$ cat src/rtl/kwh_fifo.sv
// Small register-based FIFO used for the work queue and the result queue.
`default_nettype none

module kwh_fifo #(
    parameter int WIDTH = 8,
    parameter int DEPTH = 2
) (
    input  wire logic                       clk,
    input  wire logic                       rst_n,
    input  wire logic                       push,
    input  wire logic [WIDTH-1:0]           wdata,
    input  wire logic                       pop,
    output logic      [WIDTH-1:0]           rdata,
    output logic                            full,
    output logic                            empty,
    output logic      [$clog2(DEPTH+1)-1:0] count
);

    localparam int PW = $clog2(DEPTH);
    localparam int CW = $clog2(DEPTH + 1);

    logic [WIDTH-1:0] mem_reg [DEPTH];
    logic [PW-1:0]    wr_ptr_reg;
    logic [PW-1:0]    wr_ptr_next;
    logic [PW-1:0]    rd_ptr_reg;
    logic [PW-1:0]    rd_ptr_next;
    logic [CW-1:0]    count_reg;
    logic [CW-1:0]    count_next;
    logic             push_ok;
    logic             pop_ok;

    assign full    = (count_reg == CW'(DEPTH));
    assign empty   = (count_reg == '0);
    assign count   = count_reg;
    assign rdata   = mem_reg[rd_ptr_reg];
    assign push_ok = push && !full;
    assign pop_ok  = pop && !empty;

    always_comb
    begin
        wr_ptr_next = wr_ptr_reg;
        rd_ptr_next = rd_ptr_reg;
        count_next  = count_reg;
        if (push_ok)
        begin
            wr_ptr_next = (wr_ptr_reg == PW'(DEPTH - 1)) ? '0 : wr_ptr_reg + PW'(1);
        end
        if (pop_ok)
        begin
            rd_ptr_next = (rd_ptr_reg == PW'(DEPTH - 1)) ? '0 : rd_ptr_reg + PW'(1);
        end
        if (push_ok && !pop_ok)
        begin
            count_next = count_reg + CW'(1);
        end
        else if (pop_ok && !push_ok)
        begin
            count_next = count_reg - CW'(1);
        end
    end

    always_ff @(posedge clk or negedge rst_n)
    begin
        if (!rst_n)
        begin
            wr_ptr_reg <= '0;
            rd_ptr_reg <= '0;
            count_reg  <= '0;
        end
        else
        begin
            wr_ptr_reg <= wr_ptr_next;
            rd_ptr_reg <= rd_ptr_next;
            count_reg  <= count_next;
        end
    end

    always_ff @(posedge clk)
    begin
        if (push_ok)
        begin
            mem_reg[wr_ptr_reg] <= wdata;
        end
    end

endmodule

`default_nettype wire

$ cat config.mk
export PLATFORM = sky130hd
export DESIGN_NAME = kwh_fifo
export DESIGN_NICKNAME = d
export VERILOG_FILES = /design/src/rtl/kwh_fifo.sv
export SDC_FILE = /design/constraint.sdc
export NUM_CORES = 1
export LEC_CHECK = 0
export BUFFER_PORTS_ARGS = -buffer_cell sky130_fd_sc_hd__buf_4
export CAP_MARGIN = 20
export CELL_PAD_IN_SITES_DETAIL_PLACEMENT = 1
export CELL_PAD_IN_SITES_GLOBAL_PLACEMENT = 2
export CORE_ASPECT_RATIO = 1.25
export CORE_MARGIN = 2
export CORE_UTILIZATION = 30
export CTS_CLUSTER_DIAMETER = 80
export DETAILED_ROUTE_END_ITERATION = 8
export PLACE_DENSITY = 0.71
export SLEW_MARGIN = 20
export SYNTH_ARGS = -nofsm -noshare
export SYNTH_HDL_FRONTEND = slang
export SYNTH_SLANG_ARGS = --single-unit
$ cat constraint.sdc
create_clock -name clk -period 2 [get_ports clk]
set_clock_uncertainty 0.2 [all_clocks]
set_input_delay 0 -clock clk [delete_from_list [all_inputs] [get_ports clk]]
set_output_delay 0 -clock clk [all_outputs]
set_load 0.03 [all_outputs]
* Word-level counts from Yosys, hierarchy flattened
Memories as Yosys holds them, arrays and structs flattened.
Cells that the tools add are included.
** Storage, ports and cells
- Memories :: 1
- Flip-flop bits (word level) :: 4
- Word-level logic and storage cells :: 25
- Input bits :: 12
- Memory bits (writable) :: 16
** Memory list
- mem_reg :: words 2, width 8, read ports 1, clocked after Yosys merged registers in 0, write ports 1, line 22 : logic [WIDTH-1:0] mem_reg [DEPTH];
** Cells by class
- Reductions and logical operators :: 10
- $add $sub $neg :: 4
- Equal/unequal tests :: 1
- Mux-type cells :: 6
** Operators with widths (count)
- $logic_and A1 B1 Y1 :: 4
- $logic_not A1 Y1 :: 4
- $mux W1 :: 4
- $mux W2 :: 2
- $add A1 B1 Y1 const B :: 2
- $add A2 B1 Y2 const B :: 1
- $eq A2 B2 Y1 const B :: 1
- $logic_not A2 Y1 :: 1
- $reduce_bool A2 Y1 :: 1
- $sub A2 B1 Y2 const B :: 1

* Longest topological paths before layout
Gate-level depths: netlist of run 1.
- Depth after elaboration :: 7
- Depth in mapped cells :: 7
- Mapped depth without buffers :: 7

* Worst setup path after synthesis of run 1
OpenSTA, ideal clock, no wires.
- Path kind :: reg-to-reg
- Start point :: register count_reg[0] (netlist: count[0])
- End point :: memory mem_reg[0][0], enable pin
- Path buffers :: 0
- Data required time :: 1.430 ns
- Setup time :: 0.370 ns
- Clock period less this slack :: 1.814 ns
- Path slack :: 0.186 ns
- Arrival time :: 1.243 ns
- Cell stages (with the launch flop) :: 4
- Cell sequence :: dfrtp_1 -> nand2b_1 -> nand2_2 -> nor2_1
** Between the ends
- Longest elaborated chain between the ends :: 5
** RTL lines
- start, declared :: line 27 : logic [CW-1:0] count_reg;
- start signal, assigned :: line 74 : count_reg <= count_next;
- $eq A2 B2 Y1 :: line 32 : assign full = (count_reg == CW'(DEPTH));
- $logic_not A1 Y1 :: line 36 : assign push_ok = push && !full;
- $logic_and A1 B1 Y1 :: line 36
- $mux W1 :: line 80 : if (push_ok)
- $mux W1 (not written as such) :: line 82 : mem_reg[wr_ptr_reg] <= wdata;
- end, declared :: line 22
Every way passes these cells.

* Worst setup path after layout of run 1
- Start point :: register count_reg[0] (netlist: count[0])
- End point :: register count_reg[1] (netlist: count[1])
** Between the ends
- Longest elaborated chain between the ends :: 6
- Elaborated cells between the ends (all ways) :: 15
- Classes of those cells :: 2 x add/sub; 1 x eq/ne; 2 x mux; 10 x reduce/logical
** RTL lines (line)
- $eq A2 B2 Y1 or $logic_not A2 Y1 (tied branches) :: 32, 33
- $logic_not A1 Y1 (on tied branches) :: 36, 37
- $logic_and A1 B1 Y1 (on tied branches) :: 36, 37
- $logic_not A1 Y1 (on tied branches) :: 56, 52
- $logic_and A1 B1 Y1 (on tied branches) :: 56, 52
- $reduce_bool A2 Y1 (no source line) or $mux W2 (tied branches)
Several ways; a longest one is shown, not always the timed one. The select of a mux whose other input is x is not followed.
A chain may end at the register's enable or synchronous reset.

==> PnR_summary.wiki, run 1 <==
{| class="wikitable"
! Metric !! Value
|-
| Total of endpoints with negative setup slack in the final report || 0
|-
| Reg area || 581 sq um
|-
| Yosys warning total || 0
|-
| Sequential area share after synthesis || 0.742
|-
| Mapped Nets || 57
|-
| Antenna diode count || 0
|-
| Post-Synthesis Mean Instance Area || 17.8 sq um
|-
| Setup repair after global routing missed its margin || false
|-
| Kind of capture point of the worst setup path || flip-flop
|-
| Per-cell routed wire length || 12.0 um
|-
| Global-route wire length before repair || 2.26 mm
|-
| Synthesized flop and latch total || 20
|-
| CTS Buf Count || 3
|-
| Count of nets left with antenna violations after detail routing || 0
|-
| Number of ports placed on the die boundary || 24
|-
| Worst reg2reg startpoint || count[0]$_DFFE_PN0P_
|-
| Post-CTS sizing || 0
|-
| Cell Area, Synth || 782 sq um
|-
| CTS tree || yes
|-
| Gpl congestion || 0.680
|-
| Maxcap violations || 0
|-
| Overall die height || 61.1 um
|-
| Most common cell type on the critical path || xor2_1
|-
| Number of slew-limit violations in the final report || 0
|-
| Status || finished, final reports clean
|-
| Horizontal extent of the die || 49.7 um
|-
| Placeable core area || 2450 sq um
|-
| Setup fix buffers added after clock tree synthesis || 0
|-
| Overflow left after global routing || 0
|-
| Count of distinct cell types in the synthesized netlist || 15
|-
| Startpoint type of the worst setup path || flip-flop
|-
| Hold worst-path end || mem_reg[1][6]$_DFFE_PP_
|-
| Area growth from synthesis to layout || 47.7%
|-
| Largest driver fanout on the critical path || 6
|-
| Cell count after synthesis || 44
|-
| Worst EP arrival || 1.73 ns
|-
| H-Tree Level Count || 1
|-
| Vias || 488
|-
| Net switching component of the power || 0.630 mW
|-
| Post-layout power || 1.64 mW
|-
| Chain of cells forming the critical path || nand2b_1 > nand2_2 > inv_1 > ha_1 > xor2_1 > nor2_1 > xor2_1
|-
| Startpoint of the worst hold path || wdata[6]
|-
| Reg-to-reg slack, setup || 0.30 ns
|-
| Number of antenna violations at the first check in global routing || 0
|-
| Reg power frac || 0.415
|-
| CP max stage cell || dfrtp_1
|-
| Tmin final || 1.70 ns
|-
| Total die area || 3030 sq um
|-
| GRT Util Overall || 0.104
|-
| Area used by multi-input combinational logic || 189 sq um
|-
| Slew Limit Headroom || 0.721
|-
| Kind of cell adding the most delay to the critical path || flip-flops
|-
| Share of post-route cells with drive strength above 1 || 0.386
|-
| Starting utilization of the core area || 0.319
|-
| Pin count of the biggest net entering global routing || 12
|-
| Drt via density || 4.21
|-
| Flip-flop count of the largest register after layout || 16
|-
| Final worst path period share || 0.850
|-
| Worst-skew pair later-pin latency || 0.29 ns
|-
| CTS clk-pin slew, worst paths || 0.11 ns
|-
| Req. time, crit path || 2.03 ns
|-
| Share of total power in the clock network || 0.137
|-
| Highest cell delay on the worst timing path || 0.46 ns
|-
| Worst-case clock buffer depth || 2
|-
| R2R cell count || 7
|-
| Setup TNS || 0 ns
|-
| Remaining design rule violation count || 0
|-
| Worst R2R End || count[1]$_DFFE_PN0P_
|-
| CTS Root Cell || clkbuf_4
|-
| Count of nets after finishing || 97
|-
| Hold WC Path Type || primary input to flip-flop
|-
| Type of the worst setup path || flip-flop to flip-flop
|-
| Reported leakage power || 0.477 nW
|-
| Hold depth || 2
|-
| Combinational share of power || 0.448
|-
| Power per unit of standard cell area || 1420 nW/um^2
|-
| Placed wire-length estimate after detailed placement || 952 um
|-
| Vias in the first global route || 510
|-
| Fill count || 279
|-
| Highest clock frequency the design can meet || 0.588 GHz
|-
| Largest vdd supply drop || 935 uV
|-
| 1st-iter DRT viols || 5
|-
| Internal power contribution || 1.01 mW
|-
| Placement Rows || 20
|-
| Number of buffer and inverter stages on the critical path || 1
|-
| Switching power as a share of total power || 0.383
|-
| Transition time at the pin with the least slew margin || 0.418 ns
|-
| Wire length reported by the detailed router || 1.39 mm
|-
| Hold Fails Final Rpt || 0
|-
| TritonRoute pass-1 iters || 4
|-
| # port buffers || 23
|-
| Clock Sinks || 20
|}
power groups by stage:
stage               registers (mW)  clock network [mW]  logic [mW]
detailed placement           0.693                   0       0.728
global placement             0.686                   0       0.718
global route                 0.702               0.245       0.784
CTS                          0.684               0.231       0.748
floorplan                    0.682                   0       0.473
finish                       0.681               0.225       0.736
worst register-to-register path: stages (launching register included):
cell and delay (ns):
dfrtp_1 0.46, nand2b_1 0.21, nand2_2 0.12, inv_1 0.05, ha_1 0.18, xor2_1 0.14, nor2_1 0.11, xor2_1 0.15
kinds of logic (layout without fill, tap and decap cells):
logic type | after synthesis | count (layout) | share of synthesized area
flip-flops | 20 | 20 | 0.742
multiplexers | 8 | 8 | 0.115
AND/OR/NAND/NOR | 6 | 6 | 0.0384
XOR/XNOR | 5 | 5 | 0.0656
buffers and inverters | 3 | 42 | 0.0160
adder cells (fa/ha/maj) | 1 | 1 | 0.0160
AO/OA/AOI/OAI | 1 | 1 | 0.00639
cells in the final DEF, fill, tap and decap left out, drive strengths merged:
master	netlist	final
and3	1	1
buf	1	24
clkbuf	0	4
dfrtp	4	4
dlygate4sd3	0	12
edfxtp	16	16
ha	1	1
inv	2	2
mux2	8	8
nand2	1	1
nand2b	1	1
nor2	3	3
o21ai	1	1
xnor2	3	3
xor2	2	2
cell usage after synthesis:
cell,n,area share
xnor2_1,2,0.022
edfxtp_1,16,0.61
and3_1,1,0.0080
xnor2_2,1,0.021
inv_1,2,0.0096
nand2b_1,1,0.0080
nor2_1,3,0.014
o21ai_1,1,0.0064
ha_1,1,0.016
buf_2,1,0.0064
dfrtp_1,4,0.13
nand2_2,1,0.0080
xor2_1,2,0.022
mux2_2,2,0.029
mux2_1,6,0.086
layout make-up:
cell class,instances,share of cell area
multi-input combinational,21,0.164
tap,33,0.0358
clock buffer,4,0.0314
timing repair buffer,36,0.260
inverter,2,0.00650
sequential,20,0.503
worst max-delay path by stage:
stage,from,end,slack (ns),depth (start not counted)
2_1_floorplan,count[0]$_DFFE_PN0P_,mem_reg[0][0]$_DFFE_PP_,0.19,3
3_3_place_gp,count[0]$_DFFE_PN0P_,count[1]$_DFFE_PN0P_,0.36,6
3_5_place_dp,count[0]$_DFFE_PN0P_,count[1]$_DFFE_PN0P_,0.30,7
4_1_cts,count[0]$_DFFE_PN0P_,count[1]$_DFFE_PN0P_,0.28,7
5_1_grt,count[0]$_DFFE_PN0P_,count[1]$_DFFE_PN0P_,0.21,7
6_report,count[0]$_DFFE_PN0P_,count[1]$_DFFE_PN0P_,0.30,7
through the flow:
step | cell area [sq um] | hold slack [ns] | setup slack [ns] | instances | utilization
finish | 1150 | 0.233 | 0.300 | 116 | 0.471
global route | 1150 | 0.228 | 0.210 | 116 | 0.471
CTS | 1150 | 0.227 | 0.285 | 116 | 0.471
detailed placement | 998 | -0.397 | 0.303 | 100 | 0.407
global placement | 998 | -0.399 | 0.356 | 100 | 0.407
floorplan | 782 | -0.496 | 0.186 | 44 | -
layer usage:
metal	GRT usage	wire, um	share of wire	vias up
met5	0	0	0	-
met4	0.0476	10	0.0072	0
met3	0.0218	53	0.038	2
li1	-	-	-	234
met1	0.118	546	0.39	237
met2	0.190	779	0.56	15
repair_timing:
item | 4_1_cts | 5_1_grt
setup endpoints to repair | 0 | 0
endpoints found under the hold margin | 25 | 0
hold buffers | 12 | 0
(Power assumes the default switching activity.)
==> inputs of run 2 (changes only) <==
--- a/config.mk
+++ b/config.mk
@@ -5,7 +5,6 @@
 export SDC_FILE = /design/constraint.sdc
 export NUM_CORES = 1
 export LEC_CHECK = 0
-export BUFFER_PORTS_ARGS = -buffer_cell sky130_fd_sc_hd__buf_4
 export CAP_MARGIN = 20
 export CELL_PAD_IN_SITES_DETAIL_PLACEMENT = 1
 export CELL_PAD_IN_SITES_GLOBAL_PLACEMENT = 2
@@ -14,7 +13,8 @@
 export CORE_UTILIZATION = 30
 export CTS_CLUSTER_DIAMETER = 80
 export DETAILED_ROUTE_END_ITERATION = 8
-export PLACE_DENSITY = 0.71
+export DONT_BUFFER_PORTS = 1
+export PLACE_DENSITY = 0.6
 export SLEW_MARGIN = 20
 export SYNTH_ARGS = -nofsm -noshare
 export SYNTH_HDL_FRONTEND = slang
==> run 2 against run 1 <==
  * Count of clock-buffer cells in the layout did not move
  * Worst setup slack lost 0.040 ns
  * Routed wire length shrank 0.22%
  * Critical path depth is 1 lower
  * Non-clock buffer count shrank 21
==> PnR_summary.wiki, run 2 (synthesis gave the netlist of run 1 again) <==
{| class="wikitable"
! Metric !! Value
|-
| Status || finished, final reports clean
|-
| Drt via density || 4.26 (+1.3%)
|-
| Tmin final || 1.74 ns (+0.0398 ns)
|-
| CTS clk-pin slew, worst paths || 0.10 ns (about the same)
|-
| Count of nets left with antenna violations after detail routing || 0 (unchanged)
|-
| Number of slew-limit violations in the final report || 0 (unchanged)
|-
| Count of nets after finishing || 76 (-22%)
|-
| Leading cell types in the layout, fill and taps excluded || 16 x edfxtp_1, 12 x dlygate4sd3_1, 6 x mux2_1
|-
| Worst reg2reg startpoint || count[1]$_DFFE_PN0P_
|-
| Highest cell delay on the worst timing path || 0.41 ns (-0.05 ns)
|-
| Flip-flop count of the largest register after layout || 16 (unchanged)
|-
| Largest vdd supply drop || 661 uV (-29%)
|-
| Origin of the worst setup path || count[1]$_DFFE_PN0P_
|-
| CTS Buf Count || 3 (unchanged)
|-
| CTS tree || yes
|-
| Startpoint of the worst hold path || wdata[3]
|-
| CP max stage cell || dfrtp_1
|-
| Share of post-route cells with drive strength above 1 || 0.161 (-0.224)
|-
| Total die area || 3030 sq um (unchanged)
|-
| Maxcap violations || 0 (unchanged)
|-
| Worst-case clock buffer depth || 2 (unchanged)
|-
| Chain of cells forming the critical path || buf_4 > o21ai_1 > ha_1 > xor2_1 > nor2_1 > xor2_1
|-
| Placed wire-length estimate after detailed placement || 1.03 mm (+8.6%)
|-
| H-Tree Level Count || 1 (unchanged)
|-
| Remaining design rule violation count || 0 (unchanged)
|-
| Reg-to-reg slack, setup || 0.26 ns (-0.04 ns)
|-
| Number of buffer and inverter stages on the critical path || 1 (unchanged)
|-
| Setup TNS || 0 ns (unchanged)
|-
| Met1 track utilization from global routing || 0.0995 (-0.0186)
|-
| Hold worst-path end || mem_reg[1][3]$_DFFE_PP_
|-
| Transition time at the pin with the least slew margin || 0.547 ns (+0.129 ns)
|-
| Setup fix buffers added after clock tree synthesis || 0 (unchanged)
|-
| Total of endpoints with negative setup slack in the final report || 0 (unchanged)
|-
| Highest clock frequency the design can meet || 0.575 GHz (-2.3%)
|-
| TritonRoute pass-1 iters || 1 (-3)
|-
| Reported leakage power || 0.370 nW (-23%)
|-
| R2R cell count || 6 (-1)
|-
| Fill count || 276 (-1.1%)
|-
| Most common cell type on the critical path || xor2_1
|-
| Area growth from synthesis to layout || 26.2%
|-
| Global-route wire length before repair || 2.23 mm (-1.5%)
|-
| Number of antenna violations at the first check in global routing || 0 (unchanged)
|-
| Horizontal extent of the die || 49.7 um (unchanged)
|-
| Req. time, crit path || 1.97 ns (-0.06 ns)
|-
| Starting utilization of the core area || 0.319 (unchanged)
|-
| Kind of capture point of the worst setup path || flip-flop
|-
| Overall die height || 61.1 um (unchanged)
|-
| Hold WC Path Type || primary input to flip-flop
|-
| Area used by multi-input combinational logic || 189 sq um (unchanged)
|-
| Commonest non-fill, non-tap cell in the layout || edfxtp_1
|-
| Setup repair after global routing missed its margin || false
|-
| Clock Sinks || 20 (unchanged)
|-
| Antenna diode count || 0 (unchanged)
|-
| Worst-skew pair later-pin latency || 0.29 ns (about the same)
|-
| Type of the worst setup path || flip-flop to flip-flop
|-
| Wire length reported by the detailed router || 1.39 mm (-0.22%)
|-
| Largest driver fanout on the critical path || 3 (-3)
|-
| 1st-iter DRT viols || 0 (-5)
|-
| Gpl congestion || 0.764 (+12%)
|-
| Hold depth || 1 (-1)
|-
| Met3 track demand over resource in global routing || 0.0316 (+0.00971)
|-
| Met2 GRT Util || 0.206 (+0.0152)
|-
| GRT Util Overall || 0.104 (+0.000111)
|-
| Kind of cell adding the most delay to the critical path || flip-flops
|-
| Per-cell routed wire length || 14.6 um (+22%)
|-
| Peak-usage layer in the global routing report || met2
|-
| Slew Limit Headroom || 0.634 (-0.0873)
|-
| Power per unit of standard cell area || 1490 nW/um^2 (+4.9%)
|-
| Placeable core area || 2450 sq um (unchanged)
|-
| Vias || 405 (-17%)
|-
| Cts-stage hold buffer count || 12 (unchanged)
|-
| Hold Fails Final Rpt || 0 (unchanged)
|-
| Post-CTS sizing || 0 (unchanged)
|-
| Worst R2R End || count[1]$_DFFE_PN0P_
|-
| Post-layout power || 1.47 mW (-10%)
|-
| Number of ports placed on the die boundary || 24 (unchanged)
|-
| Placement Rows || 20 (unchanged)
|-
| Final worst path period share || 0.870 (+0.0199)
|-
| CTS Root Cell || clkbuf_4
|-
| Worst EP arrival || 1.71 ns (-0.02 ns)
|-
| Overflow left after global routing || 0 (unchanged)
|-
| Reg area || 581 sq um (unchanged)
|-
| Startpoint type of the worst setup path || flip-flop
|-
| # port buffers || 0 (-100%)
|-
| Vias in the first global route || 473 (-7.3%)
|-
| Pin count of the biggest net entering global routing || 12 (unchanged)
|}
## run 2: how the worst max path moves through the flow
stage | end | slack, ns | depth (start not counted)
after CTS | count[1]$_DFFE_PN0P_ | 0.22 | 6
after floorplan | mem_reg[0][0]$_DFFE_PP_ | 0.19 | 3
after global routing | count[1]$_DFFE_PN0P_ | 0.12 | 6
final | count[1]$_DFFE_PN0P_ | 0.26 | 6
after global placement | count[1]$_DFFE_PN0P_ | 0.40 | 6
after detailed placement | count[1]$_DFFE_PN0P_ | 0.24 | 6
## run 2: area by class of cell
cell class                 instances  share of cell area
sequential                        20               0.588
tap                               33              0.0418
multi-input combinational         21               0.191
timing repair buffer              15               0.144
clock buffer                       4              0.0266
inverter                           2             0.00760
## run 2: worst register-to-register path: stages (launching register included)
cell     delay [ns]
dfrtp_1        0.41
buf_4          0.19
o21ai_1        0.22
ha_1           0.21
xor2_1         0.18
nor2_1         0.08
xor2_1         0.15
## run 2: power by group
part	internal, mW	switching (mW)
clock network	0.0774	0.110
logic	0.202	0.427
registers	0.582	0.0762
## run 2: stage by stage
| stage | cells | worst slack, ns | hold slack, ns | util | cell area [sq um] |
|---|---|---|---|---|---|
| 2_1_floorplan | 44 | 0.186 | -0.496 | - | 782 |
| 3_3_place_gp | 79 | 0.397 | -0.495 | 0.343 | 841 |
| 3_5_place_dp | 79 | 0.237 | -0.495 | 0.343 | 841 |
| 4_1_cts | 95 | 0.217 | 0.155 | 0.403 | 987 |
| 5_1_grt | 95 | 0.123 | 0.155 | 0.403 | 987 |
| 6_report | 95 | 0.260 | 0.165 | 0.403 | 987 |
## run 2: layer usage
metal,vias up,share of wire
met2,15,0.61
met4,0,0
met5,-,0
li1,192,-
met1,198,0.33
met3,0,0.066
