### src/rtl/kwh_pkg.sv
// Shared constants for the k-bit word histogram block.
`default_nettype none

package kwh_pkg;

    localparam int MAX_WORD_BITS_DEF = 12;
    localparam int COUNT_WIDTH_DEF   = 32;
    localparam int QUEUE_DEPTH_DEF   = 4;
    localparam int RES_DEPTH_DEF     = 2;

    localparam int WORD_BITS_W   = 4;
    localparam int DATA_BYTE_W   = 8;
    localparam int ENTRY_INDEX_W = 12;
    localparam int ENTRY_COUNT_W = 32;

    localparam logic [WORD_BITS_W-1:0] WORD_BITS_RESET = 4'd8;

    // Input command codes.
    localparam logic CMD_PUSH = 1'b0;
    localparam logic CMD_READ = 1'b1;

    // Operation codes carried in the work queue.
    localparam logic OP_INCR = 1'b0;
    localparam logic OP_READ = 1'b1;

endpackage

`default_nettype wire

### src/rtl/kwh_front.sv
// Front end: takes commands, cuts bytes into words and queues the histogram operations.
`default_nettype none

module kwh_front #(
    parameter int MAX_WORD_BITS = kwh_pkg::MAX_WORD_BITS_DEF
) (
    input  wire logic                              clk,
    input  wire logic                              rst_n,
    input  wire logic                              word_bits_we,
    input  wire logic [kwh_pkg::WORD_BITS_W-1:0]   word_bits,
    input  wire logic                              push,
    input  wire logic                              command,
    input  wire logic [kwh_pkg::DATA_BYTE_W-1:0]   data_byte,
    input  wire logic [kwh_pkg::ENTRY_INDEX_W-1:0] entry_index,
    input  wire logic                              clearing,
    output logic                                   full,
    input  wire logic                              q_full,
    output logic                                   q_push,
    output logic      [MAX_WORD_BITS:0]            q_data
);

    localparam int AW = MAX_WORD_BITS + 7;
    localparam int CW = $clog2(MAX_WORD_BITS + 8);

    logic [kwh_pkg::WORD_BITS_W-1:0] word_bits_reg;
    logic [kwh_pkg::WORD_BITS_W-1:0] word_bits_next;
    logic [AW-1:0]                   acc_reg;
    logic [AW-1:0]                   acc_next;
    logic [CW-1:0]                   cnt_reg;
    logic [CW-1:0]                   cnt_next;
    logic                            busy_reg;
    logic                            busy_next;

    logic [CW-1:0]                   k;
    logic [MAX_WORD_BITS-1:0]        mask;
    logic [CW-1:0]                   cnt_sub;
    logic [CW-1:0]                   cnt_add;
    logic [AW-1:0]                   acc_shifted;
    logic [AW+7:0]                   acc_joined;
    logic [MAX_WORD_BITS-1:0]        word;
    logic [MAX_WORD_BITS+11:0]       index_ext;
    logic                            accept;
    logic                            emit;

    // Effective word width: zero counts as one bit, large values stop at the maximum.
    always_comb
    begin
        if (word_bits_reg == '0)
        begin
            k = CW'(1);
        end
        else if (CW'(word_bits_reg) > CW'(MAX_WORD_BITS))
        begin
            k = CW'(MAX_WORD_BITS);
        end
        else
        begin
            k = CW'(word_bits_reg);
        end
    end

    always_comb
    begin
        for (int i = 0; i < MAX_WORD_BITS; i++)
        begin
            mask[i] = (CW'(i) < k);
        end
    end

    assign cnt_sub     = cnt_reg - k;
    assign cnt_add     = cnt_reg + CW'(8);
    assign acc_shifted = acc_reg >> cnt_sub;
    assign word        = acc_shifted[MAX_WORD_BITS-1:0] & mask;
    assign acc_joined  = {acc_reg, data_byte};
    assign index_ext   = {{MAX_WORD_BITS{1'b0}}, entry_index};

    assign full   = busy_reg || q_full || clearing;
    assign accept = push && !full;
    assign emit   = busy_reg && !q_full;

    always_comb
    begin
        q_push = emit || (accept && (command == kwh_pkg::CMD_READ));
        if (busy_reg)
        begin
            q_data = {kwh_pkg::OP_INCR, word};
        end
        else
        begin
            q_data = {kwh_pkg::OP_READ, index_ext[MAX_WORD_BITS-1:0]};
        end
    end

    always_comb
    begin
        word_bits_next = word_bits_reg;
        acc_next       = acc_reg;
        cnt_next       = cnt_reg;
        busy_next      = busy_reg;
        if (word_bits_we)
        begin
            word_bits_next = word_bits;
        end
        // Bits above the valid count are never looked at, so the shift needs no clean-up.
        if (accept && (command == kwh_pkg::CMD_PUSH))
        begin
            acc_next  = acc_joined[AW-1:0];
            cnt_next  = cnt_add;
            busy_next = (cnt_add >= k);
        end
        else if (emit)
        begin
            cnt_next  = cnt_sub;
            busy_next = (cnt_sub >= k);
        end
    end

    always_ff @(posedge clk or negedge rst_n)
    begin
        if (!rst_n)
        begin
            word_bits_reg <= kwh_pkg::WORD_BITS_RESET;
            acc_reg       <= '0;
            cnt_reg       <= '0;
            busy_reg      <= 1'b0;
        end
        else
        begin
            word_bits_reg <= word_bits_next;
            acc_reg       <= acc_next;
            cnt_reg       <= cnt_next;
            busy_reg      <= busy_next;
        end
    end

endmodule

`default_nettype wire

### config.mk
export PLATFORM = sky130hd
export DESIGN_NAME = kwh_front
export DESIGN_NICKNAME = d
export VERILOG_FILES = /design/src/rtl/kwh_pkg.sv /design/src/rtl/kwh_front.sv
export SDC_FILE = /design/constraint.sdc
export NUM_CORES = 1
export LEC_CHECK = 0
export BUFFER_PORTS_ARGS = -buffer_cell sky130_fd_sc_hd__buf_4
export CAP_MARGIN = 20
export CORE_MARGIN = 5
export CORE_UTILIZATION = 30
export DETAILED_ROUTE_END_ITERATION = 12
export SLEW_MARGIN = 20
export SYNTH_ARGS = -nofsm -noshare
export SYNTH_HDL_FRONTEND = slang
export SYNTH_SLANG_ARGS = --single-unit
### constraint.sdc
create_clock -name clk -period 10.6 [get_ports clk]
set_input_delay 1.59 -clock clk [delete_from_list [all_inputs] [get_ports clk]]
set_output_delay 1.59 -clock clk [all_outputs]
set_load 0.03 [all_outputs]
# Word level (Yosys, flattened, before mapping)
# Cells that the tools add are included.
op_classes:
  n_addsub: 2
  magnitude_cmp: 15
  n_shift: 1
  muxes: 7
  bitwise_logic: 2
  reduce_logical: 11
ops:
  columns: ["operator", "count"]
  rows:
  - ["< comparator 3 x 5 -> 1 bit, first input constant", 4]
  - ["< comparator 4 x 5 -> 1 bit, first input constant", 4]
  - [">> shifter 19 x 5 -> 12 bit", 1]
  - ["two-way mux 5 bit", 3]
  - ["two-way mux 13 bit", 1]
  - ["bitwise AND 12 bit", 1]
  - [">= comparator 5 bit", 2]
  - ["< comparator 1 x 5 -> 1 bit, first input constant", 2]
  - ["< comparator 2 x 5 -> 1 bit, first input constant", 2]
  - ["adder 5 x 4 -> 5 bit, second input constant", 1]
  - ["subtractor 5 bit", 1]
  - ["> comparator 4 bit, second input constant", 1]
  - ["logical AND 1 bit", 4]
  - ["logical NOT 4 bit", 1]
  - ["two-way mux 4 bit", 1]
  - ["logical OR 1 bit", 3]
  - ["logical NOT 1 bit", 2]
  - ["two-way mux 1 bit", 2]
  - ["nonzero test 2 bit", 1]
  - ["NOT 1 bit", 1]
totals:
  ff_bits: 29
  input_bits: 31
  out_inout_bits: 15
  wordCells: 42

# Depth between registers and ports, before layout
# Gate-level depths: netlist of the first run.
depth:
  ltp_word: 7
  ltp_mapped: 13
  mapped_depth_nobuf: 11

# Worst setup path before layout of the first run
# No wires, ideal clock.
synth_path:
  path_kind: "register -> output"
  startpoint: "reg word_bits_reg[3] (netlist bit)"
  endpoint: "out q_data[5]"
  arrival_time_ns: 3.616
  required_ns: 9.010
  setup_slack_ns: 5.394
  path_stages_with_launch: 12
  n_path_buf: 3
  path_cell_list: "dfstp_2 > buf_2 > a21boi_0 > or2_2 > ha_1 > inv_1 > fa_1 > buf_2 > buf_2 > mux4_2 > a211oi_1 > o41ai_1"
synth_between:
  elab_chain_cells: 7
  elab_cells_between_ends: 9
  cone_classes: "add/sub: 1; order compare: 2; shift: 1; mux: 3; bitwise: 1; reduce/logical: 1"
synth_rtl:
  columns: ["element", "line_no", "text"]
  rows:
  - ["from (decl)", "kwh_front.sv:25", "logic [kwh_pkg::WORD_BITS_W-1:0] word_bits_reg;"]
  - ["from (signal assigned)", "kwh_front.sv:122", "word_bits_reg <= kwh_pkg::WORD_BITS_RESET;"]
  - ["from (signal assigned)", "kwh_front.sv:129", "word_bits_reg <= word_bits_next;"]
  - ["> comparator 4 bit", "kwh_front.sv:52", "else if (CW'(word_bits_reg) > CW'(MAX_WORD_BITS))"]
  - ["two-way mux 4 bit", "kwh_front.sv:52", null]
  - ["two-way mux 5 bit (*)", "kwh_front.sv:48", "if (word_bits_reg == '0)"]
  - ["subtractor 5 bit", "kwh_front.sv:70", "assign cnt_sub = cnt_reg - k;"]
  - [">> shifter 19 x 5 -> 12 bit", "kwh_front.sv:72", "assign acc_shifted = acc_reg >> cnt_sub;"]
  - ["bitwise AND 12 bit (*)", "kwh_front.sv:73", "assign word = acc_shifted[MAX_WORD_BITS-1:0] & mask;"]
  - ["two-way mux 13 bit (*)", "kwh_front.sv:84", "if (busy_reg)"]
  - ["to (decl)", "kwh_front.sv:19", "output logic [MAX_WORD_BITS:0] q_data"]
# Mark *: on every way between the ends. The rest lies on a longest branch, timed or not.

# Final worst setup path of the first run
layout_path:
  startpoint: "reg word_bits_reg[2] (netlist bit)"
  endpoint: "out q_data[4]"
# The elaborated chain is that of the path after synthesis.

==> impl_metrics.xml, run 1 <==
<?xml version="1.0" encoding="UTF-8"?>
<metrics>
  <group name="yosys">
    <metric name="synth-simple-area-share" unit="%">10.96</metric>
    <metric name="yosys-mux-area-fraction" unit="%">33.66</metric>
    <metric name="synth_xor_xnor_area_share" unit="%">2.064</metric>
    <metric name="number_of_flops_mapped_to_enable_cells_by_yosys" unit="">0</metric>
    <metric name="synth.distinct_cells" unit="">51</metric>
    <metric name="mappedNetlistNets" unit="">281</metric>
    <metric name="synthArstFlopShare" unit="%">100.0</metric>
    <metric name="largest_family_of_logic_cells_by_synthesized_area" unit="">multiplexers</metric>
    <metric name="synth_adder_area_share" unit="%">5.700</metric>
    <metric name="syn_area" unit="mm^2">0.002546</metric>
    <metric name="post_synth.cell_area_avg" unit="um^2">10.65</metric>
    <metric name="synth.ff_latch_count" unit="">29</metric>
    <metric name="synth_cells" unit="">239</metric>
    <metric name="synth-main-ff-cell" unit="">dfrtp_1</metric>
    <metric name="yosys_warnings" unit="">0</metric>
    <metric name="compound_gate_fraction_of_synth_area" unit="%">12.73</metric>
    <metric name="synth_seq_area_share" unit="%">28.55</metric>
  </group>
  <group name="sta">
    <metric name="skew" unit="ns">0.006299</metric>
    <metric name="maxSlewViolCount" unit="">0</metric>
    <metric name="finalCritPeriodShare" unit="%">52.96</metric>
    <metric name="setup_viol" unit="">0</metric>
    <metric name="grt_setup_unrepaired" unit="">no</metric>
    <metric name="setup_tns" unit="ns">0</metric>
    <metric name="tightest_slew" unit="ns">0.9975</metric>
    <metric name="report.final.hold_viol_count" unit="">0</metric>
    <metric name="timing.final.crit_period" unit="ns">5.613</metric>
    <metric name="max_clock_freq" unit="MHz">178.1</metric>
    <metric name="slew_headroom" unit="%">33.50</metric>
  </group>
  <group name="cts">
    <metric name="cts_setup_buffers" unit="">0</metric>
    <metric name="cts_buf_count" unit="">5</metric>
    <metric name="insertion_delay" unit="ns">0.29</metric>
    <metric name="post_cts_resized" unit="">0</metric>
    <metric name="clock_tree_from_tritoncts" unit="">done</metric>
    <metric name="cts.path.max_buffers" unit="">2</metric>
    <metric name="clk_sinks" unit="">29</metric>
    <metric name="cts.clk_slew.worst_paths" unit="ns">0.07</metric>
    <metric name="cts_htree_levels" unit="">2</metric>
    <metric name="root_buffer" unit="">clkbuf_8</metric>
    <metric name="holdBufCountCts" unit="">0</metric>
  </group>
  <group name="drt">
    <metric name="firstDrtPassIters" unit="">4</metric>
    <metric name="drt-initial-drc-count" unit="">98</metric>
    <metric name="detail_route.wirelength" unit="mm">6.329</metric>
    <metric name="vias" unit="">1951</metric>
    <metric name="ant_nets" unit="">0</metric>
    <metric name="drc" unit="">0</metric>
    <metric name="post_drt_wl_per_cell" unit="um">16.48</metric>
    <metric name="post_drt_via_cell_ratio" unit="">5.081</metric>
  </group>
  <group name="grt">
    <metric name="first_global_vias" unit="">1913</metric>
    <metric name="grt_overflow" unit="">0</metric>
    <metric name="grt_max_degree" unit="">30</metric>
    <metric name="grt_first_pass_wirelength" unit="mm">10.15</metric>
    <metric name="antenna_found_initial" unit="">0</metric>
    <metric name="track_usage" unit="%">12.45</metric>
  </group>
  <group name="die">
    <metric name="fp.dieArea" unit="mm^2">0.01043</metric>
    <metric name="io_pins" unit="">46</metric>
    <metric name="fp.dieW" unit="um">102.1</metric>
    <metric name="fp.coreArea" unit="mm^2">0.008258</metric>
    <metric name="initial_core_utilization" unit="%">30.83</metric>
    <metric name="die_h" unit="um">102.1</metric>
    <metric name="placementRows" unit="">33</metric>
  </group>
  <group name="finish">
    <metric name="finalNetCount" unit="">320</metric>
    <metric name="postLayoutCellArea" unit="mm^2">0.003023</metric>
    <metric name="final_cell_mix" unit="">49 x buf_4, 28 x dfrtp_1, 22 x nand2_1</metric>
    <metric name="layout-area-overhead-vs-synth" unit="%">18.72</metric>
    <metric name="layout.cells.most_common" unit="">buf_4</metric>
    <metric name="layout-drive-gt1-share" unit="%">36.92</metric>
    <metric name="finish.utilization" unit="%">36.61</metric>
    <metric name="flip_flop_count_of_the_largest_register_all_copies_and_words_added" unit="">19</metric>
    <metric name="num_antenna_cells" unit="">0</metric>
  </group>
  <group name="setup_path">
    <metric name="critPathRequiredTime" unit="ns">9.01</metric>
    <metric name="setup.worst_path.class" unit="">reg2out</metric>
    <metric name="worst_setup_path_end_kind" unit="">primary output</metric>
    <metric name="worst_ep_arrival_time" unit="ns">4.02</metric>
    <metric name="crit_path_max_fanout" unit="">24</metric>
    <metric name="worst_setup_path_start_kind" unit="">flip-flop</metric>
  </group>
  <group name="pwr">
    <metric name="static-leakage-power" unit="nW">1.412</metric>
    <metric name="vdd_ir_drop_max" unit="mV">0.09601</metric>
    <metric name="power_density" unit="mW/mm^2">366.5</metric>
  </group>
  <group name="placed_design">
    <metric name="numPortBuffers" unit="">45</metric>
    <metric name="place.detailed.hpwl" unit="mm">4.798</metric>
    <metric name="postPlaceCellArea" unit="mm^2">0.002937</metric>
    <metric name="routabilityCongestion" unit="">0.8905</metric>
  </group>
  <group name="run">
    <metric name="max_cap_violations" unit="">0</metric>
  </group>
  <group name="outcome">
    <metric name="outcome" unit="">finished, final reports clean</metric>
  </group>
  <group name="hold_path">
    <metric name="hold_path_class" unit="">reg2reg</metric>
  </group>
</metrics>
## final timing paths
path	startpoint	end	depth (start not counted)	slack (ns)
setup / recovery	word_bits_reg[2]	q_data[4]	7	4.99
hold / removal	cnt_reg[2]	cnt_reg[2]	2	0.52
setup reg to reg	word_bits_reg[2]	busy_reg	10	7.24
hold reg to reg	cnt_reg[2]	cnt_reg[2]	2	0.52
max in group asynchronous	rst_n	word_bits_reg[3]	1	9.06
min in group asynchronous	rst_n	cnt_reg[3]	1	1.23
## metal layers
layer	track usage, %	share of wire, %
met1	18.69	50
met2	18.14	42
met3	2.526	6.6
met4	3.330	1.2
met5	0	0
## synth_stat cells, drive strengths merged, types with 2 or more instances
cell / instances / area [um^2]
nand4: 2 / 12.51
buf: 14 / 97.59
mux2: 28 / 386.6
o2bb2ai: 2 / 17.52
a311o: 2 / 20.02
nor2: 11 / 41.29
mux2i: 20 / 200.2
nand3: 2 / 10.01
clkbuf: 3 / 11.26
mux4: 12 / 270.3
nor3: 4 / 20.02
ha: 10 / 125.1
and3: 2 / 12.51
o21ai: 10 / 50.05
o211ai: 3 / 22.52
dfrtp: 28 / 700.7
and2: 2 / 12.51
a21oi: 7 / 35.03
xor2: 3 / 26.28
xnor2: 3 / 26.28
nand2: 22 / 82.58
a31oi: 4 / 25.02
a211oi: 3 / 22.52
inv: 13 / 48.79
o32ai: 6 / 52.55
or2: 2 / 12.51
## metrics by stage
step	hold WS, ns	instances	setup WS, ns	power, W
global placement	0.5068	376	5.387	0.001008
CTS	0.5233	384	4.986	0.001112
detailed placement	0.5086	376	5.301	0.001017
floorplan	0.4777	239	5.394	0.0008298
finish	0.5216	384	4.987	0.001108
global route	0.5940	384	4.731	0.001192
## layout make-up
cell class / count / area, um^2
clock buffers: 5 / 68.82
clock inverters: 3 / 17.52
fillers: 848 / 5235
inverters: 14 / 52.55
multi-input cells: 179 / 1658
flip-flops and latches: 29 / 726.9
well taps: 105 / 131.4
repair buffers: 49 / 367.9
## power breakdown
part	leakage, nW	total [W]	switching, W	internal [W]
clock	0.0439	0.0000906	0.0000454	0.0000452
combinational	1.01	0.000790	0.000413	0.000377
sequential	0.363	0.000228	0.0000710	0.000157
## kinds of logic (layout without fill, tap and decap cells)
family                     after synthesis  after routing
muxes                                   60             60
and+or+nand+nor                         56             56
AOI/OAI and AO/OA                       46             46
buffers and inverters                   31             71
DFF                                     29             29
adders and majority gates               11             11
xor gates and xnor gates                 6              6
## worst max-delay path: stages (launching register included)
cell and delay [ns]:
dfrtp_1 0.59, a21boi_0 0.25, or2_2 0.36, ha_1 0.95
mux4_2 0.62, mux4_2 0.48, a32o_1 0.29, buf_4 0.17
(Power assumes the default switching activity.)
==> run 2: changes to the inputs <==
Settings changed: ABC_AREA from default to 1.
Clock period 10.6 ns to 5.85 ns, I/O delays scaled along.
==> impl_metrics.xml, run 2 <==
<?xml version="1.0" encoding="UTF-8"?>
<metrics>
  <group name="setup_path">
    <metric name="worst_setup_path_start_kind" unit="">flip-flop</metric>
    <metric name="setup.worst_path.class" unit="">reg2out</metric>
    <metric name="crit_path_max_fanout" unit="">22</metric>
    <metric name="worst_ep_arrival_time" unit="ns">3.60</metric>
    <metric name="worst_setup_path_end_kind" unit="">primary output</metric>
    <metric name="critical-path-top-cell-by-count" unit="">nand2_1</metric>
    <metric name="rrSetupSlack" unit="ns">2.93</metric>
    <metric name="worst_path_max_delay_cell" unit="">fa_1</metric>
    <metric name="critPathMaxStageDelay" unit="ns">1.02</metric>
    <metric name="number_of_buffer_and_inverter_instances_along_the_worst_setup_path" unit="">3</metric>
    <metric name="cpLargestDelayFamily" unit="">adder cells</metric>
    <metric name="crit_chain" unit="">nor2_1, nand2_1, nand2_1, ha_1, inv_1, fa_1, inv_2, nand3_1, nand3_1, nand3_1, nand3_1, nand2_1, nand2_1, nand2_1, buf_4</metric>
    <metric name="critPathRequiredTime" unit="ns">4.97</metric>
  </group>
  <group name="die">
    <metric name="fp.dieArea" unit="mm^2">0.01034</metric>
    <metric name="fp.coreArea" unit="mm^2">0.008217</metric>
    <metric name="die_h" unit="um">101.7</metric>
    <metric name="fp.dieW" unit="um">101.7</metric>
    <metric name="initial_core_utilization" unit="%">30.68</metric>
    <metric name="io_pins" unit="">46</metric>
    <metric name="placementRows" unit="">33</metric>
  </group>
  <group name="cts">
    <metric name="clock_tree_from_tritoncts" unit="">done</metric>
    <metric name="cts_setup_buffers" unit="">0</metric>
    <metric name="cts.clk_slew.worst_paths" unit="ns">0.07</metric>
    <metric name="insertion_delay" unit="ns">0.29</metric>
    <metric name="holdBufCountCts" unit="">0</metric>
    <metric name="root_buffer" unit="">clkbuf_8</metric>
    <metric name="post_cts_resized" unit="">0</metric>
    <metric name="cts_buf_count" unit="">5</metric>
    <metric name="clk_sinks" unit="">29</metric>
    <metric name="cts.path.max_buffers" unit="">2</metric>
    <metric name="cts_htree_levels" unit="">2</metric>
  </group>
  <group name="placed_design">
    <metric name="place.detailed.hpwl" unit="mm">5.821</metric>
    <metric name="postPlaceCellArea" unit="mm^2">0.002882</metric>
    <metric name="place_inst" unit="">530</metric>
    <metric name="routabilityCongestion" unit="">0.9374</metric>
    <metric name="numPortBuffers" unit="">45</metric>
  </group>
  <group name="hold_path">
    <metric name="hold_path_class" unit="">in2async</metric>
  </group>
  <group name="drt">
    <metric name="firstDrtPassIters" unit="">4</metric>
    <metric name="detail_route.wirelength" unit="mm">7.451</metric>
    <metric name="post_drt_wl_per_cell" unit="um">13.85</metric>
    <metric name="ant_nets" unit="">0</metric>
    <metric name="post_drt_via_cell_ratio" unit="">4.978</metric>
    <metric name="drt-initial-drc-count" unit="">145</metric>
    <metric name="vias" unit="">2678</metric>
    <metric name="drc" unit="">0</metric>
  </group>
  <group name="yosys">
    <metric name="yosys_warnings" unit="">0</metric>
    <metric name="yosysTopAreaCellShare" unit="%">27.79</metric>
    <metric name="synth.ff_latch_count" unit="">29</metric>
    <metric name="syn_area" unit="mm^2">0.002521</metric>
    <metric name="synthMostInstantiatedCell" unit="">nand2_1</metric>
    <metric name="synth.distinct_cells" unit="">32</metric>
    <metric name="synth_top_cells_by_area" unit="">dfrtp_1 28%, nand2_1 21%, nand3_1 17%</metric>
    <metric name="synth_cells" unit="">397</metric>
    <metric name="synth_seq_area_share" unit="%">28.83</metric>
    <metric name="synth-main-ff-cell" unit="">dfrtp_1</metric>
    <metric name="synthArstFlopShare" unit="%">100.0</metric>
    <metric name="post_synth_most_frequent_cells" unit="">139 x nand2_1, 85 x nand3_1, 29 x inv_1</metric>
    <metric name="number_of_flops_mapped_to_enable_cells_by_yosys" unit="">0</metric>
    <metric name="post_synth.cell_area_avg" unit="um^2">6.351</metric>
    <metric name="mappedNetlistNets" unit="">439</metric>
    <metric name="synth_top_cell_by_area" unit="">dfrtp_1</metric>
  </group>
  <group name="finish">
    <metric name="layout.cells.most_common" unit="">nand2_1</metric>
    <metric name="area_occupied_by_multi_input_gates" unit="mm^2">0.001562</metric>
    <metric name="num_antenna_cells" unit="">0</metric>
    <metric name="nFillCells" unit="">876</metric>
    <metric name="postLayoutCellArea" unit="mm^2">0.002983</metric>
    <metric name="layout-area-overhead-vs-synth" unit="%">18.31</metric>
    <metric name="flip_flop_count_of_the_largest_register_all_copies_and_words_added" unit="">19</metric>
    <metric name="layout.area.seq" unit="um^2">726.9</metric>
    <metric name="layout-drive-gt1-share" unit="%">15.70</metric>
    <metric name="finalNetCount" unit="">474</metric>
    <metric name="final_cell_mix" unit="">139 x nand2_1, 85 x nand3_1, 45 x buf_4</metric>
    <metric name="finalNonFillerCells" unit="">538</metric>
  </group>
  <group name="pwr">
    <metric name="p_total" unit="W">0.001987</metric>
    <metric name="static-leakage-power" unit="nW">1.505</metric>
    <metric name="power_density" unit="mW/mm^2">666.1</metric>
    <metric name="vdd_ir_drop_max" unit="mV">0.1896</metric>
  </group>
  <group name="grt">
    <metric name="grt_max_degree" unit="">30</metric>
    <metric name="track_usage" unit="%">14.95</metric>
    <metric name="first_global_vias" unit="">2439</metric>
    <metric name="grt_overflow" unit="">0</metric>
    <metric name="grt_first_pass_wirelength" unit="mm">12.12</metric>
    <metric name="antenna_found_initial" unit="">0</metric>
  </group>
  <group name="run">
    <metric name="max_cap_violations" unit="">0</metric>
  </group>
  <group name="sta">
    <metric name="report.final.hold_viol_count" unit="">0</metric>
    <metric name="tightest_slew" unit="ns">0.9504</metric>
    <metric name="worst_hold_slack" unit="ns">0.5080</metric>
    <metric name="timing.final.crit_period" unit="ns">4.480</metric>
    <metric name="max_clock_freq" unit="MHz">223.2</metric>
    <metric name="maxSlewViolCount" unit="">0</metric>
    <metric name="slew_headroom" unit="%">36.18</metric>
    <metric name="finalCritPeriodShare" unit="%">76.58</metric>
    <metric name="setup_tns" unit="ns">0</metric>
    <metric name="setup_viol" unit="">0</metric>
    <metric name="grt_setup_unrepaired" unit="">no</metric>
    <metric name="skew" unit="ns">0.005531</metric>
  </group>
  <group name="outcome">
    <metric name="outcome" unit="">finished, final reports clean</metric>
  </group>
</metrics>
run 2: cell count changes in the layout (fill, tap and decap cells not counted), sizes merged, moves of 4 or more:
cell	change
nand3	+85
inv	+20
o32ai	-6
nand2	+121
mux2	-28
mux2i	-20
buf	-4
o21ai	+22
mux4	-12
run 2: worst register-to-register path: stages (launching register included):
cell and delay (ns):
dfrtp_1 0.47, nor2_1 0.16, nand2_1 0.10, nand2_1 0.12, ha_1 0.15, inv_1 0.06
fa_1 1.02, ha_1 0.37, inv_1 0.06, nor2_1 0.04, nand2_1 0.05, nand2_1 0.04
nand2_1 0.05, nand2_1 0.04, nand2_1 0.05, nand2_1 0.04
run 2: final timing paths:
kind                                     to  depth (start not counted)              from
max in group asynchronous  word_bits_reg[3]                          1             rst_n
hold / removal                   acc_reg[6]                          1             rst_n
min in group clk                 acc_reg[8]                          2        acc_reg[0]
hold reg to reg                  acc_reg[8]                          2        acc_reg[0]
setup reg to reg                   busy_reg                         15  word_bits_reg[2]
setup / recovery                  q_data[1]                         15  word_bits_reg[2]
run 2: layout make-up:
type / instances / area share, %
Sequential cell: 29 / 24.37
Multi-Input combinational cell: 318 / 52.35
Clock inverter: 1 / 0.1678
Inverter: 33 / 4.153
Clock buffer: 7 / 3.230
Tap cell: 105 / 4.404
Timing Repair Buffer: 45 / 11.33
run 2: metrics by stage:
stage / worst slack, ns / util, %
final: 1.370 / 36.30
after global routing: 0.9655 / 36.30
after global placement: 1.727 / 35.07
after CTS: 1.387 / 36.30
after detailed placement: 1.692 / 35.07
after floorplan: 2.346 / -
run 2: power by group:
group | switching, W | internal (W) | total (W)
clock network | 0.0000793 | 0.000106 | 0.000185
registers | 0.0000966 | 0.000285 | 0.000381
logic | 0.000961 | 0.000459 | 0.00142
run 2: logic make-up (layout without fill, tap and decap cells):
group / Yosys count / count (layout) / share of synthesized area (%)
and+or+nand+nor: 256 / 256 / 44.42
buffers and inverters: 50 / 86 / 9.230
AOI/OAI and AO/OA: 48 / 48 / 10.42
DFF: 29 / 29 / 28.83
adders and majority gates: 11 / 11 / 5.757
xor gates and xnor gates: 3 / 3 / 1.340
run 2: metal layers:
metal	wire length (um)	GRT usage, %
met5	0	0
met4	110	4.499
met3	505	3.030
met2	3118	21.38
met1	3716	22.45
